==> src/hw/rtl/bmpc_ram.sv <==
module bmpc_ram #(
	parameter int WIDTH = 8,
	parameter int DEPTH = 256
) (
	input  logic                     clk,
	input  logic                     wr_en,
	input  logic [$clog2(DEPTH)-1:0] wr_addr,
	input  logic [WIDTH-1:0]         wr_data,
	input  logic                     rd_en,
	input  logic [$clog2(DEPTH)-1:0] rd_addr,
	output logic [WIDTH-1:0]         rd_data
);

	logic [WIDTH-1:0] mem [DEPTH];

	always_ff @(posedge clk) begin
		if (wr_en) begin
			mem[wr_addr] <= wr_data;
		end
		if (rd_en) begin
			rd_data <= mem[rd_addr];
		end
	end

endmodule

==> config.mk <==
export PLATFORM = sky130hd
export DESIGN_NAME = bmpc_ram
export DESIGN_NICKNAME = d
export VERILOG_FILES = /design/src/hw/rtl/bmpc_ram.sv
export SDC_FILE = /design/constraint.sdc
export NUM_CORES = 2
export LEC_CHECK = 0
export BUFFER_PORTS_ARGS = -buffer_cell sky130_fd_sc_hd__buf_2
export CORE_MARGIN = 2
export CORE_UTILIZATION = 58
export CTS_BUF_LIST = sky130_fd_sc_hd__clkbuf_8
export DETAILED_ROUTE_END_ITERATION = 10
export PLACE_DENSITY = 0.85
export RECOVER_POWER = 50
export SLEW_MARGIN = 20
export SYNTH_ARGS = -nofsm -noshare
export SYNTH_HDL_FRONTEND = slang
export SYNTH_SLANG_ARGS = --single-unit
==> constraint.sdc <==
create_clock -name clk -period 3 [get_ports clk]
set_clock_uncertainty 0.05 [all_clocks]
set_input_delay 0 -clock clk [delete_from_list [all_inputs] [get_ports clk]]
set_output_delay 0 -clock clk [all_outputs]
set_load 0.02 [all_outputs]
==> results.toml <==
[outcome]
status = "finished with violations"
violations = "max-capacitance violations, max-slew violations"

[job]
maxCapViolCount = 8

[cells_and_area]
syn2layout_area_growth_pct = 13.3
fillCellCount = 7815
seq_area_um2 = 61700
nets = 4355
stdcell_area_um2 = 90200
stdcell_count = 6330
drive_gt1_share_pct = 29.0
multi_input_area_um2 = 16500

[critical_path]
critPathRequiredTime_ns = 3.66
reg2reg_to = "rd_data[5]"
reg2regPathDepth = 8
path_buf_inv = 2
slowest_delay_ns = 0.61
slowest_stage = "dlygate4sd3_1"
cp_top_family = "compound AO/OA/AOI/OAI gates"
ff2ff_setup_slack_ns = 0.07
setup.worst_path.start_class = "register"
crit_fanout = 1
rr_startpoint = "mem[19][5]"
path_cells = "mux4_2 > a22o_1 > a221oi_2 > o221ai_1 > a211oi_1 > dlygate4sd3_1 > buf_4 > nor4_1"
critPathCaptureType = "register"
worstPathArrival_ns = 3.58
crit_type = "register to register"

[logic_synthesis]
synth_largest_area_cell = "edfxtp_1"
synthArstFlopShare_pct = 0
synthCells = 3733
synth_area_leaders = "edfxtp_1 (78%), mux4_2 (13%), mux2i_1 (1.7%)"
synth_warnings = 0
synth_edf_count = 2056
syn_avg_cell_area_um2 = 21.3
netlist_top_cells_count = "edfxtp_1 (2056), mux4_2 (454), nor2_1 (282), mux2i_1 (134), a22oi_1 (133)"
synth_nets = 3760
netlist_area_um2 = 79600
yosysMostFrequentCell = "edfxtp_1"
ys_ff_latch = 2056
yosysTopAreaCellShare_pct = 77.5
synth_cell_types = 54
synth-seq-area-share_pct = 77.5
ys.flop_type = "edfxtp_1"

[die]
start_util_pct = 58.6
core-area_um2 = 136000
rows = 135
die_x_um = 375
die_area_um2 = 140000
ios = 35
die_h_um = 375

[global_routing]
grt_pass1_vias = 44300
grt_overflow = 0
track_usage_pct = 30.3
grt_max_degree = 128
antenna_found_initial = 9
grt_pass1_wl_um = 305000

[clock_network]
cts_num_sinks = 2056
htree_levels = 5
tritoncts.num_buffers = 326
clock_latency_ns = 1.02
cts_tree = "done"
cts_setup_buffers = 0
clock-root-buffer = "clkbuf_8"
clk_path_buf_depth = 4
path_clk_slew_ns = 0.07

[detailed_routing]
drt_iter0_drc = 7871
final_antenna_net_count = 0
dr.pass1.iters = 7
wl_per_cell_um = 33.6
post_drt_via_cell_ratio = 6.95
via_count = 44000
drt_wl_total_um = 213000
drc = 0

[placed_design]
dpl.cell_count = 5752
gp_congestion = 0.906
place_area_um2 = 84500
port_buffers = 34
dpl.hpwl_um = 127000

[timing]
rsz0062_at_grt = "false"
slew_viol_final = 666
hold_viol = 0
finalCritPeriodShare_pct = 97.6
fin_crit_ns = 2.93
slew_headroom_pct = -106
worstMarginPinSlew_ns = 3.09
fmax_mhz = 342
hold-worst-slack_ns = 0.125
setup_violations = 0

[power_and_ir_drop]
cellPowerDensity_nw_per_um2 = 623
p_leak_nw = 29.1
clkPwrFrac_pct = 38.0
vdd_drop_max_uv = 550
pwr-share-comb_pct = 5.5
internal-power_mw = 43.6
p_switching_mw = 12.7
swShare_pct = 22.6
pwr-share-seq_pct = 56.5

[worst_hold_path]
min_path_type = "input pin to register"
holdPathEnd = "rd_data[6]"
min_from = "rd_addr[4]"
hold_path_depth = 5
## sequential cells by signal (all words and copies together) (netlist names)
name	cells
mem	2048
rd_data	8
## logic make-up (layout without fill, tap and decap cells)
group	Yosys count	count (layout)	synth area share (%)
AOI/OAI and AO/OA	385	385	3.42
buffers and inverters	235	1036	1.83
DFF	2056	2056	77.5
muxes	591	591	14.6
other	0	15	0
and+or+nand+nor	466	466	2.63
## power by group through the flow
stage	sequential [mW]	clock, mW	combinational [mW]
after floorplan	32.3	0	1.54
after global placement	32.3	0	2.86
after detailed placement	32.3	0	2.96
after CTS	31.7	21.4	3.04
after global routing	31.8	22.5	3.19
final	31.8	21.4	3.12
## area by class of cell
| type | instances | share of cell area (%) |
|---|---|---|
| inverter | 2 | 0.00832 |
| timing repair buffer | 500 | 4.62 |
| sequential | 2056 | 68.4 |
| clock inverter | 201 | 1.08 |
| antenna | 15 | 0.0416 |
| clock buffer | 333 | 5.08 |
| tap | 1781 | 2.47 |
| multi-input combinational | 1442 | 18.3 |
## per-layer routing
layer  global-route usage [%]  vias to the layer above  routed length, µm
li1                         -                    16900                  -
met1                     38.9                    21800              66800
met2                     47.5                     4396             101000
met3                     8.42                      896              30800
met4                     16.3                        8              14000
met5                        0                        -                 56
## worst max path at each step
stage	from	endpoint	cells past startpoint
final	mem[19][5]	rd_data[5]	8
after global routing	mem[42][5]	rd_data[5]	8
after CTS	mem[84][0]	rd_data[0]	6
after detailed placement	rd_addr[0]	rd_data[0]	9
after global placement	rd_addr[0]	rd_data[0]	9
after floorplan	rd_addr[0]	rd_data[2]	9
## what timing repair did
action | in CTS | in global routing
gates resized for setup | 0 | 4
endpoints found under the setup margin | 0 | 4
hold buffers | 29 | 0
hold endpoints to repair | 3469 | 0
## worst register-to-register path: stages, from the launching register on
cell           delay (ns)
edfxtp_1             0.42
mux4_2               0.51
a22o_1               0.22
a221oi_2             0.25
o221ai_1             0.18
a211oi_1             0.24
dlygate4sd3_1        0.61
buf_4                0.14
nor4_1               0.05
## stage by stage
| step | setup TNS, ns | power, mW | setup slack [ns] | util [%] |
|---|---|---|---|---|
| 2_1_floorplan | 0 | 33.9 | 0.874 | - |
| 3_3_place_gp | -0.557 | 35.2 | -0.200 | 62.2 |
| 3_5_place_dp | -0.742 | 35.3 | -0.196 | 62.2 |
| 4_1_cts | 0 | 56.2 | 0.0295 | 66.5 |
| 5_1_grt | 0 | 57.4 | 0.0109 | 66.4 |
| 6_report | 0 | 56.2 | 0.0725 | 66.4 |
## cell usage in the layout, fill, tap and decap left out, types with 15 or more instances in the layout
master,n
edfxtp_1,2056
mux4_2,454
buf_4,385
clkbuf_8,333
nor2_1,279
mux2i_1,134
a22oi_1,133
inv_1,100
a21oi_1,96
clkinv_1,61
o221ai_1,46
buf_12,36
nand3_1,34
nand2_1,33
dlygate4sd3_1,29
o22ai_1,28
nor2b_1,28
clkinv_2,28
nor4_1,23
buf_2,21
nor3_1,20
a211oi_1,16
diode_2,15
No activity file was read; power rests on OpenSTA's default activity.
